[config.mk]
export PLATFORM = sky130hd
export DESIGN_NAME = xor_checked_sentence_decoder
export DESIGN_NICKNAME = d
export VERILOG_FILES = /design/src/rtl/core/xcsd_pkg.sv /design/src/rtl/core/xor_checked_sentence_decoder.sv
export SDC_FILE = /design/constraint.sdc
export NUM_CORES = 1
export LEC_CHECK = 0
export ABC_AREA = 1
export BUFFER_PORTS_ARGS = -buffer_cell sky130_fd_sc_hd__buf_4
export CAP_MARGIN = 20
export CORE_UTILIZATION = 45
export DETAILED_ROUTE_END_ITERATION = 10
export GPL_TIMING_DRIVEN = 0
export PLACE_DENSITY_LB_ADDON = 0.1
export SLEW_MARGIN = 10
export SYNTH_ARGS = -nofsm -noshare
export SYNTH_HDL_FRONTEND = slang
export SYNTH_SLANG_ARGS = --single-unit
[constraint.sdc]
create_clock -name clk_i -period 8.75 [get_ports clk_i]
set_input_delay 1.75 -clock clk_i [delete_from_list [all_inputs] [get_ports clk_i]]
set_output_delay 1.75 -clock clk_i [all_outputs]
set_load 0.005 [all_outputs]
[src/rtl/core/xcsd_pkg.sv]
package xcsd_pkg;

  // Framing characters
  localparam logic [7:0] CharStart = 8'h24;  // '$'
  localparam logic [7:0] CharCheck = 8'h2A;  // '*'
  localparam logic [7:0] CharEnd   = 8'h0A;  // newline
  localparam logic [7:0] CharComma = 8'h2C;  // ','
  localparam logic [7:0] CharMinus = 8'h2D;  // '-'
  localparam logic [7:0] CharPlus  = 8'h2B;  // '+'
  localparam logic [7:0] CharSpace = 8'h20;  // ' '
  localparam logic [7:0] CharTab   = 8'h09;  // first of the control-range whitespace
  localparam logic [7:0] CharCr    = 8'h0D;  // last of the control-range whitespace
  localparam logic [7:0] CharZero  = 8'h30;  // '0'
  localparam logic [7:0] CharNine  = 8'h39;  // '9'
  localparam logic [7:0] CharHexA  = 8'h41;  // 'A'
  localparam logic [7:0] CharHexF  = 8'h46;  // 'F'

  // Sentence types, first character in the low byte
  localparam logic [23:0] TypeCha = 24'h41_48_43;  // "CHA"
  localparam logic [23:0] TypeAcc = 24'h43_43_41;  // "ACC"
  localparam logic [23:0] TypeRev = 24'h56_45_52;  // "REV"
  localparam logic [23:0] TypeSho = 24'h4F_48_53;  // "SHO"
  localparam logic [23:0] TypeRes = 24'h53_45_52;  // "RES"

  localparam logic [7:0] MaxLenReset = 8'd128;

  typedef enum logic [2:0] {
    EV_START = 3'd0,
    EV_CHA   = 3'd1,
    EV_ACC   = 3'd2,
    EV_REV   = 3'd3,
    EV_SHO   = 3'd4,
    EV_RES   = 3'd5,
    EV_ERROR = 3'd6
  } event_e;

  typedef enum logic [3:0] {
    ERR_NONE       = 4'd0,
    ERR_STRAY      = 4'd1,
    ERR_TOO_LONG   = 4'd2,
    ERR_DELIM      = 4'd3,
    ERR_CKSUM_LEN  = 4'd4,
    ERR_CKSUM_CHAR = 4'd5,
    ERR_MISMATCH   = 4'd6,
    ERR_TYPE       = 4'd7,
    ERR_FIELD      = 4'd8
  } cause_e;

  typedef enum logic [1:0] {
    FP_WAIT    = 2'd0,
    FP_PAYLOAD = 2'd1,
    FP_CKSUM   = 2'd2
  } frame_phase_e;

  typedef enum logic [1:0] {
    FLD_SKIP   = 2'd0,
    FLD_DIGITS = 2'd1,
    FLD_DONE   = 2'd2
  } field_phase_e;

endpackage

[src/rtl/core/xor_checked_sentence_decoder.sv]
// A byte accepted into the input register passes through the decode/update logic into
// the result register; while the receiver stalls the result, the byte waits.
// Throughput: one byte per cycle while the receiver does not stall the result
// register; the single pass through the update logic sets it.
// Only '$' and the closing newline (or an error) produce a result word.
// Reset (rst_ni low, asynchronous): parser back to waiting for '$', all state zero,
// max_payload_len back to 128, both word registers empty.
module xor_checked_sentence_decoder (
  input  logic        clk_i,
  input  logic        rst_ni,
  // byte stream in
  input  logic        in_valid_i,
  output logic        in_ready_o,
  input  logic [7:0]  byte_in_i,
  // config register write
  input  logic        cfg_valid_i,
  output logic        cfg_ready_o,
  input  logic [7:0]  max_payload_len_i,
  // events out
  output logic        out_valid_o,
  input  logic        out_ready_i,
  output logic [2:0]  event_type_o,
  output logic [3:0]  error_cause_o,
  output logic [15:0] param_first_o,
  output logic [15:0] param_second_o,
  output logic [15:0] param_third_o
);
  import xcsd_pkg::*;

  // ---------------------------------------------------------------
  // Input register
  // ---------------------------------------------------------------
  logic       in_valid_q;
  logic [7:0] in_byte_q;
  logic       advance;
  logic       out_valid_q;

  // Byte moves into the update pass once the result register can take
  // whatever it produces (empty, or being drained this cycle).
  assign advance    = in_valid_q && (!out_valid_q || out_ready_i);
  assign in_ready_o = !in_valid_q || advance;

  always_ff @(posedge clk_i or negedge rst_ni) begin
    if (!rst_ni) begin
      in_valid_q <= 1'b0;
    end else if (in_ready_o) begin
      in_valid_q <= in_valid_i;
    end
  end

  always_ff @(posedge clk_i) begin
    if (in_valid_i && in_ready_o) begin
      in_byte_q <= byte_in_i;
    end
  end

  // ---------------------------------------------------------------
  // Config register: always writable; user (unchecked) must write only while idle
  // ---------------------------------------------------------------
  logic [7:0] max_len_q;
  assign cfg_ready_o = 1'b1;

  always_ff @(posedge clk_i or negedge rst_ni) begin
    if (!rst_ni) begin
      max_len_q <= MaxLenReset;
    end else if (cfg_valid_i && cfg_ready_o) begin
      max_len_q <= max_payload_len_i;
    end
  end

  // ---------------------------------------------------------------
  // Parser state
  // ---------------------------------------------------------------
  frame_phase_e       phase_q, phase_d;
  logic [7:0]         count_q, count_d;
  logic [7:0]         xor_q, xor_d;
  logic [23:0]        type_q, type_d;
  logic [2:0]         type_len_q, type_len_d;   // 4 = longer than three chars
  logic [2:0]         fidx_q, fidx_d;           // tokens begun, saturates at 5
  field_phase_e       fphase_q, fphase_d;
  logic               in_tok_q, in_tok_d;
  logic               neg_q, neg_d;
  logic [2:0][15:0]   fval_q, fval_d;
  logic [1:0]         ck_digits_q, ck_digits_d;
  logic [7:0]         ck_q, ck_d;

  // result of this pass
  logic        emit;
  event_e      ev;
  cause_e      cause;
  logic [15:0] p1, p2, p3;

  // helpers
  logic [7:0]   c;
  logic         is_digit, is_space, is_sign, is_hex;
  logic [3:0]   nib;
  logic [2:0]   idx_n;
  field_phase_e fph_n;
  field_phase_e fph_eff;
  logic         neg_n;
  logic [1:0]   slot;
  logic [15:0]  acc10;
  logic         type_ok;
  event_e       type_ev;
  logic [2:0]   need;

  assign c        = in_byte_q;
  assign is_digit = (c >= CharZero) && (c <= CharNine);
  assign is_space = (c == CharSpace) || ((c >= CharTab) && (c <= CharCr));
  assign is_sign  = (c == CharMinus) || (c == CharPlus);
  assign is_hex   = is_digit || ((c >= CharHexA) && (c <= CharHexF));
  // 'A'..'F' have low nibble 1..6, so +9 lands on 10..15
  assign nib      = is_digit ? c[3:0] : (c[3:0] + 4'd9);

  // token bookkeeping as it stands for this byte
  assign idx_n = in_tok_q ? fidx_q : ((fidx_q < 3'd5) ? (fidx_q + 3'd1) : fidx_q);
  assign fph_n = in_tok_q ? fphase_q : FLD_SKIP;
  assign neg_n = in_tok_q ? neg_q : 1'b0;
  assign slot  = 2'(idx_n - 3'd2);
  // first non-blank, non-sign char decides whether digits follow
  assign fph_eff = (fph_n == FLD_SKIP && !is_space && !is_sign)
                 ? (is_digit ? FLD_DIGITS : FLD_DONE) : fph_n;
  // v*10 = v*8 + v*2, wraps at 16 bits
  assign acc10 = {fval_q[slot][12:0], 3'b000} + {fval_q[slot][14:0], 1'b0};

  // type decode for the newline checks
  always_comb begin
    type_ok = 1'b1;
    type_ev = EV_CHA;
    need    = 3'd1;
    unique case (type_q)
      TypeCha: begin type_ev = EV_CHA; need = 3'd1; end
      TypeAcc: begin type_ev = EV_ACC; need = 3'd1; end
      TypeRev: begin type_ev = EV_REV; need = 3'd1; end
      TypeSho: begin type_ev = EV_SHO; need = 3'd2; end
      TypeRes: begin type_ev = EV_RES; need = 3'd3; end
      default: type_ok = 1'b0;
    endcase
  end

  always_comb begin
    phase_d     = phase_q;
    count_d     = count_q;
    xor_d       = xor_q;
    type_d      = type_q;
    type_len_d  = type_len_q;
    fidx_d      = fidx_q;
    fphase_d    = fphase_q;
    in_tok_d    = in_tok_q;
    neg_d       = neg_q;
    fval_d      = fval_q;
    ck_digits_d = ck_digits_q;
    ck_d        = ck_q;
    emit        = 1'b0;
    ev          = EV_ERROR;
    cause       = ERR_NONE;
    p1          = '0;
    p2          = '0;
    p3          = '0;

    unique case (phase_q)
      FP_PAYLOAD: begin
        if (c == CharStart || c == CharEnd) begin
          phase_d = FP_WAIT;
          emit    = 1'b1;
          cause   = ERR_DELIM;
        end else if (c == CharCheck) begin
          phase_d     = FP_CKSUM;
          ck_digits_d = '0;
          ck_d        = '0;
        end else if (count_q >= max_len_q) begin
          phase_d = FP_WAIT;
          emit    = 1'b1;
          cause   = ERR_TOO_LONG;
        end else begin
          count_d = count_q + 8'd1;
          xor_d   = xor_q ^ c;
          if (c == CharComma) begin
            in_tok_d = 1'b0;
          end else begin
            in_tok_d = 1'b1;
            fidx_d   = idx_n;
            fphase_d = fph_n;
            neg_d    = neg_n;
            if (idx_n == 3'd1) begin
              if (type_len_q < 3'd3) begin
                type_d[8*type_len_q[1:0] +: 8] = c;
                type_len_d = type_len_q + 3'd1;
              end else begin
                type_len_d = 3'd4;
              end
            end else if (idx_n >= 3'd2 && idx_n <= 3'd4) begin
              if (fph_n == FLD_SKIP && is_sign) begin
                neg_d    = (c == CharMinus);
                fphase_d = FLD_DIGITS;
              end else if (fph_eff == FLD_DIGITS && is_digit) begin
                fphase_d     = FLD_DIGITS;
                fval_d[slot] = neg_n ? (acc10 - {12'd0, c[3:0]})
                                     : (acc10 + {12'd0, c[3:0]});
              end else begin
                // blank while skipping keeps the phase, else the field is done
                fphase_d = (fph_eff == FLD_SKIP) ? FLD_SKIP : FLD_DONE;
              end
            end
          end
        end
      end

      FP_CKSUM: begin
        if (c == CharEnd) begin
          phase_d = FP_WAIT;
          emit    = 1'b1;
          if (ck_digits_q != 2'd2) begin
            cause = ERR_CKSUM_LEN;
          end else if (ck_q != xor_q) begin
            cause = ERR_MISMATCH;
          end else if (type_len_q != 3'd3 || !type_ok) begin
            cause = ERR_TYPE;
          end else if (fidx_q <= need) begin
            cause = ERR_FIELD;
          end else begin
            ev = type_ev;
            p1 = fval_q[0];
            p2 = (need >= 3'd2) ? fval_q[1] : '0;
            p3 = (need >= 3'd3) ? fval_q[2] : '0;
          end
        end else if (ck_digits_q >= 2'd2) begin
          phase_d = FP_WAIT;
          emit    = 1'b1;
          cause   = ERR_CKSUM_LEN;
        end else if (!is_hex) begin
          phase_d = FP_WAIT;
          emit    = 1'b1;
          cause   = ERR_CKSUM_CHAR;
        end else begin
          ck_d        = {ck_q[3:0], nib};
          ck_digits_d = ck_digits_q + 2'd1;
        end
      end

      default: begin
        // waiting; the unused phase code behaves the same
        emit = 1'b1;
        if (c != CharStart) begin
          phase_d = FP_WAIT;
          cause   = ERR_STRAY;
        end else begin
          ev          = EV_START;
          phase_d     = FP_PAYLOAD;
          count_d     = '0;
          xor_d       = '0;
          type_d      = '0;
          type_len_d  = '0;
          fidx_d      = '0;
          fphase_d    = FLD_SKIP;
          in_tok_d    = 1'b0;
          neg_d       = 1'b0;
          fval_d      = '0;
          ck_digits_d = '0;
          ck_d        = '0;
        end
      end
    endcase
  end

  always_ff @(posedge clk_i or negedge rst_ni) begin
    if (!rst_ni) begin
      phase_q     <= FP_WAIT;
      count_q     <= '0;
      xor_q       <= '0;
      type_q      <= '0;
      type_len_q  <= '0;
      fidx_q      <= '0;
      fphase_q    <= FLD_SKIP;
      in_tok_q    <= 1'b0;
      neg_q       <= 1'b0;
      fval_q      <= '0;
      ck_digits_q <= '0;
      ck_q        <= '0;
    end else if (advance) begin
      phase_q     <= phase_d;
      count_q     <= count_d;
      xor_q       <= xor_d;
      type_q      <= type_d;
      type_len_q  <= type_len_d;
      fidx_q      <= fidx_d;
      fphase_q    <= fphase_d;
      in_tok_q    <= in_tok_d;
      neg_q       <= neg_d;
      fval_q      <= fval_d;
      ck_digits_q <= ck_digits_d;
      ck_q        <= ck_d;
    end
  end

  // ---------------------------------------------------------------
  // Result register
  // ---------------------------------------------------------------
  logic [2:0]  ev_q;
  logic [3:0]  cause_q;
  logic [15:0] p1_q, p2_q, p3_q;

  always_ff @(posedge clk_i or negedge rst_ni) begin
    if (!rst_ni) begin
      out_valid_q <= 1'b0;
    end else if (advance) begin
      out_valid_q <= emit;
    end else if (out_ready_i) begin
      out_valid_q <= 1'b0;
    end
  end

  always_ff @(posedge clk_i) begin
    if (advance && emit) begin
      ev_q    <= ev;
      cause_q <= cause;
      p1_q    <= p1;
      p2_q    <= p2;
      p3_q    <= p3;
    end
  end

  assign out_valid_o    = out_valid_q;
  assign event_type_o   = ev_q;
  assign error_cause_o  = cause_q;
  assign param_first_o  = p1_q;
  assign param_second_o = p2_q;
  assign param_third_o  = p3_q;

endmodule

==> flow_metrics.env <==
export IMPL_synth_mux_area_share_pct=0.202
export IMPL_worst_pin_slew_ns=1.10
export IMPL_clkTransAtPathRegs_ns=0.08
export IMPL_vias=8867
export IMPL_vias_per_cell=5.19
export IMPL_cellInternalPower_mw=2.33
export IMPL_holdCritStartpoint="fphase_q[0]"
export IMPL_wl_per_cell_microns=15.9
export IMPL_ioPinCount=79
export IMPL_hold_violations=0
export IMPL_p_sw_mw=2.43
export IMPL_cp_cell_sequence="ha_1 -> nand3_1 -> nand2_2 -> buf_4 -> buf_2 -> nand2_1 -> clkbuf_1 -> o21ai_0 -> inv_1 -> ha_1 -> fa_1 -> a2111oi_0 -> nand2_1 -> nor2_1 -> nand3_1 -> nor2_1 -> nand4_1 -> nand2_2 -> nand2_1 -> nand2_1 -> nand2_1 -> nand2_1 -> nand2_1"
export IMPL_grt_overflow=0
export IMPL_synth_largest_area_cell="dfrtp_1"
export IMPL_synthAdderAreaFrac_pct=5.43
export IMPL_clkPwrFrac_pct=16.3
export IMPL_post_cts_resized=0
export IMPL_ys_seq_elements=183
export IMPL_syn_inst=1286
export IMPL_combPwrFrac_pct=59.1
export IMPL_drt_iter0_drc=683
export IMPL_required_ns=9.08
export IMPL_synth_compound_area_share_pct=11.5
export IMPL_worst_slew_margin_rel_pct=24.8
export IMPL_endpoint_kind="flop"
export IMPL_ys_warn_count=0
export IMPL_grt_max_degree=75
export IMPL_syn_area_per_cell_sq_um=8.20
export IMPL_drive_gt1_share_pct=16.0
export IMPL_cts_tree="yes"
export IMPL_ys_seq_area_share_pct=46.4
export IMPL_cts_setup_buffers=0
export IMPL_die_area_sq_um=24100
export IMPL_critical_path_arrival_ns=5.33
export IMPL_final_util_pct=53.2
export IMPL_r2r_cells=23
export IMPL_wirelength_mm=27.2
export IMPL_area_delta_synth_final_pct=15.2
export IMPL_die_x_microns=155
export IMPL_layout_nets=1449
export IMPL_layout_commonest_cell="nand2_1"
export IMPL_gp_congestion=0.890
export IMPL_cts_max_level=4
export IMPL_period_share_pct=57.1
export IMPL_cts_num_sinks=183
export IMPL_yosys_top_cells_area="dfrtp_1 28%, edfxtp_1 18%, nand2_1 10%, inv_1 6.1%, ha_1 4.9%"
export IMPL_hold_buffers=0
export IMPL_antenna_found_initial=0
export IMPL_critical_path_class="reg -> reg"
export IMPL_yosysUniqueCellTypes=62
export IMPL_diodes=0
export IMPL_fin_crit_ns=5.00
export IMPL_async_flop_share_pct=65.6
export IMPL_most_common_layout_cells="293 x nand2_1, 171 x inv_1, 126 x nor2_1"
export IMPL_clk_latency_ns=0.45
export IMPL_p_leak_nw=5.62
export IMPL_hp_class="reg -> reg"
export IMPL_synth_xor_area_share_pct=1.81
export IMPL_r2r_start="fidx_q[1]"
export IMPL_synth_flop_cell="dfrtp_1"
export IMPL_cap_viol_max_count=0
export IMPL_core_area_sq_um=22800
export IMPL_drc_errors=0
export IMPL_synthSimpleGateAreaFrac_pct=26.2
export IMPL_grt_total_usage_pct=23.6
export IMPL_skew_ns=0.0142
export IMPL_seqPwrFrac_pct=24.5
export IMPL_die_h_microns=155
export IMPL_cpMaxStageDelayCell="a2111oi_0"
export IMPL_whs_path_depth=2
export IMPL_drv_slew=0
export IMPL_status="completed"
export IMPL_syn_area_sq_um=10500
export IMPL_syn_nets=1351
export IMPL_holdPathEnd="fphase_q[0]"
export IMPL_startpoint_type="flop"
export IMPL_ant_nets=0
export IMPL_clockRootBuffer="clkbuf_16"
export IMPL_cp_max_fo=10
export IMPL_vdd_ir_drop_max_uv=367
export IMPL_crit_top_cell="nand2_1"
export IMPL_r2r_setup_slack_ns=3.75
export IMPL_synth_edf_count=63
export IMPL_firstDrtPassIters=5
export IMPL_p_per_area_nw_per_um2=392
export IMPL_whs_ns=0.486
export IMPL_grt_setup_unrepaired="false"
export IMPL_initial_core_util_pct=46.2
export IMPL_max_freq_mhz=200
export IMPL_setup_violations_final=0
export IMPL_placementRows=55
export IMPL_port_buffers=77
export IMPL_synth_top_cell_area_share_pct=28.2
export IMPL_setup_tns_ns=0
export IMPL_dp_hpwl_mm=20.2
export IMPL_r2r_end="fval_q[15]"
export IMPL_synth_top_family_by_area="simple AND/OR/NAND/NOR gates"
export IMPL_grt_pass1_vias=8430
export IMPL_cp_slowest_stage_delay_ns=0.62
export IMPL_cts_buffer_depth=2
export IMPL_grt_pass1_wl_mm=44.0
export IMPL_cts_inserted_buffers=17
export IMPL_p_sw_share_pct=51.1
==> cell families (layout without fill, tap and decap cells) <==
kind of cell    after synthesis  after routing
compound gates              205            205
xor+xnor                     21             21
fa+ha+maj                    44             44
buf+inv                     218            329
flops                       183            183
mux                           2              2
other cells                   1              1
simple gates                612            612
==> layer usage <==
| layer | up-vias | part of all wire (%) | wire length, microns | GRT usage (%) |
|---|---|---|---|---|
| met5 | - | 0 | 0 | 0 |
| met4 | 0 | 1.5 | 418 | 6.51 |
| met3 | 28 | 5.0 | 1350 | 2.95 |
| met2 | 235 | 44 | 11900 | 35.8 |
| met1 | 4172 | 50 | 13600 | 35.3 |
| li1 | 4432 | - | - | - |
==> power by group through the flow <==
stage | Sequential [mW] | Clock, mW | Combinational (mW)
6_report | 1.17 | 0.778 | 2.82
5_1_grt | 1.19 | 0.822 | 3.15
4_1_cts | 1.17 | 0.785 | 2.78
3_5_place_dp | 1.19 | 0 | 2.76
3_3_place_gp | 1.19 | 0 | 2.72
2_1_floorplan | 1.18 | 0 | 1.96
==> sequential cells by signal, summed over array words and instances (netlist names), 3 cells and up <==
| register | cells |
|---|---|
| c | 8 |
| ck_q | 8 |
| count_q | 8 |
| error_cause_o | 4 |
| event_type_o | 3 |
| fidx_q | 3 |
| fval_q | 48 |
| max_len_q | 8 |
| param_first_o | 16 |
| param_second_o | 16 |
| param_third_o | 16 |
| type_len_q | 3 |
| type_q | 24 |
| xor_q | 8 |
==> cell usage after synthesis (5+ instances only) <==
| cell | number |
|---|---|
| o21ai_2 | 16 |
| nor2_1 | 126 |
| buf_2 | 8 |
| nor3_1 | 20 |
| or2_2 | 6 |
| inv_2 | 13 |
| inv_1 | 172 |
| o22ai_1 | 22 |
| edfxtp_1 | 63 |
| a21oi_1 | 40 |
| nand2_1 | 293 |
| nor2_2 | 8 |
| clkbuf_1 | 13 |
| nand3_2 | 6 |
| ha_1 | 41 |
| nand4_1 | 25 |
| dfrtp_1 | 119 |
| buf_4 | 5 |
| o31ai_1 | 5 |
| a31oi_1 | 6 |
| nand3_1 | 83 |
| nand2_2 | 24 |
| xor2_1 | 18 |
| o21ai_0 | 86 |
| o21ai_1 | 9 |
==> critical path, delay by kind of cell, from the launching register on <==
family / cells / cell delay (ns)
adders and majority gates: 3 / 1.07
and+or+nand+nor: 14 / 1.48
AOI/OAI and AO/OA: 2 / 1.04
DFF: 1 / 0.45
buffers and inverters: 4 / 0.83
==> worst max path at each step <==
stage | cells past startpoint | end | slack [ns] | startpoint
4_1_cts | 23 | fval_q[15] | 3.74 | fidx_q[1]
3_5_place_dp | 23 | fval_q[15] | 3.78 | fidx_q[1]
3_3_place_gp | 23 | fval_q[15] | 3.82 | fidx_q[1]
6_report | 23 | fval_q[15] | 3.75 | fidx_q[1]
5_1_grt | 23 | fval_q[15] | 3.37 | fidx_q[1]
2_1_floorplan | 23 | fval_q[15] | 4.77 | fidx_q[1]
==> stage by stage <==
step	area [sq um]	power [mW]	cells	worst slack [ns]
2_1_floorplan	10500	3.13	1286	4.77
3_3_place_gp	11500	3.91	1676	3.82
3_5_place_dp	11600	3.95	1678	3.78
4_1_cts	12200	4.73	1710	3.74
5_1_grt	12200	5.16	1710	3.37
6_report	12200	4.76	1710	3.75
==> cell type report <==
| cell class | count | area, sq um |
|---|---|---|
| Sequential cell | 183 | 4900 |
| Clock inverter | 15 | 159 |
| Tap cell | 313 | 392 |
| Timing Repair Buffer | 79 | 629 |
| Fill cell | 2226 | 10700 |
| Inverter | 188 | 712 |
| Buffer | 30 | 171 |
| Clock buffer | 17 | 425 |
| Multi-Input combinational cell | 885 | 4770 |
Power figures use the tool's default switching activity.
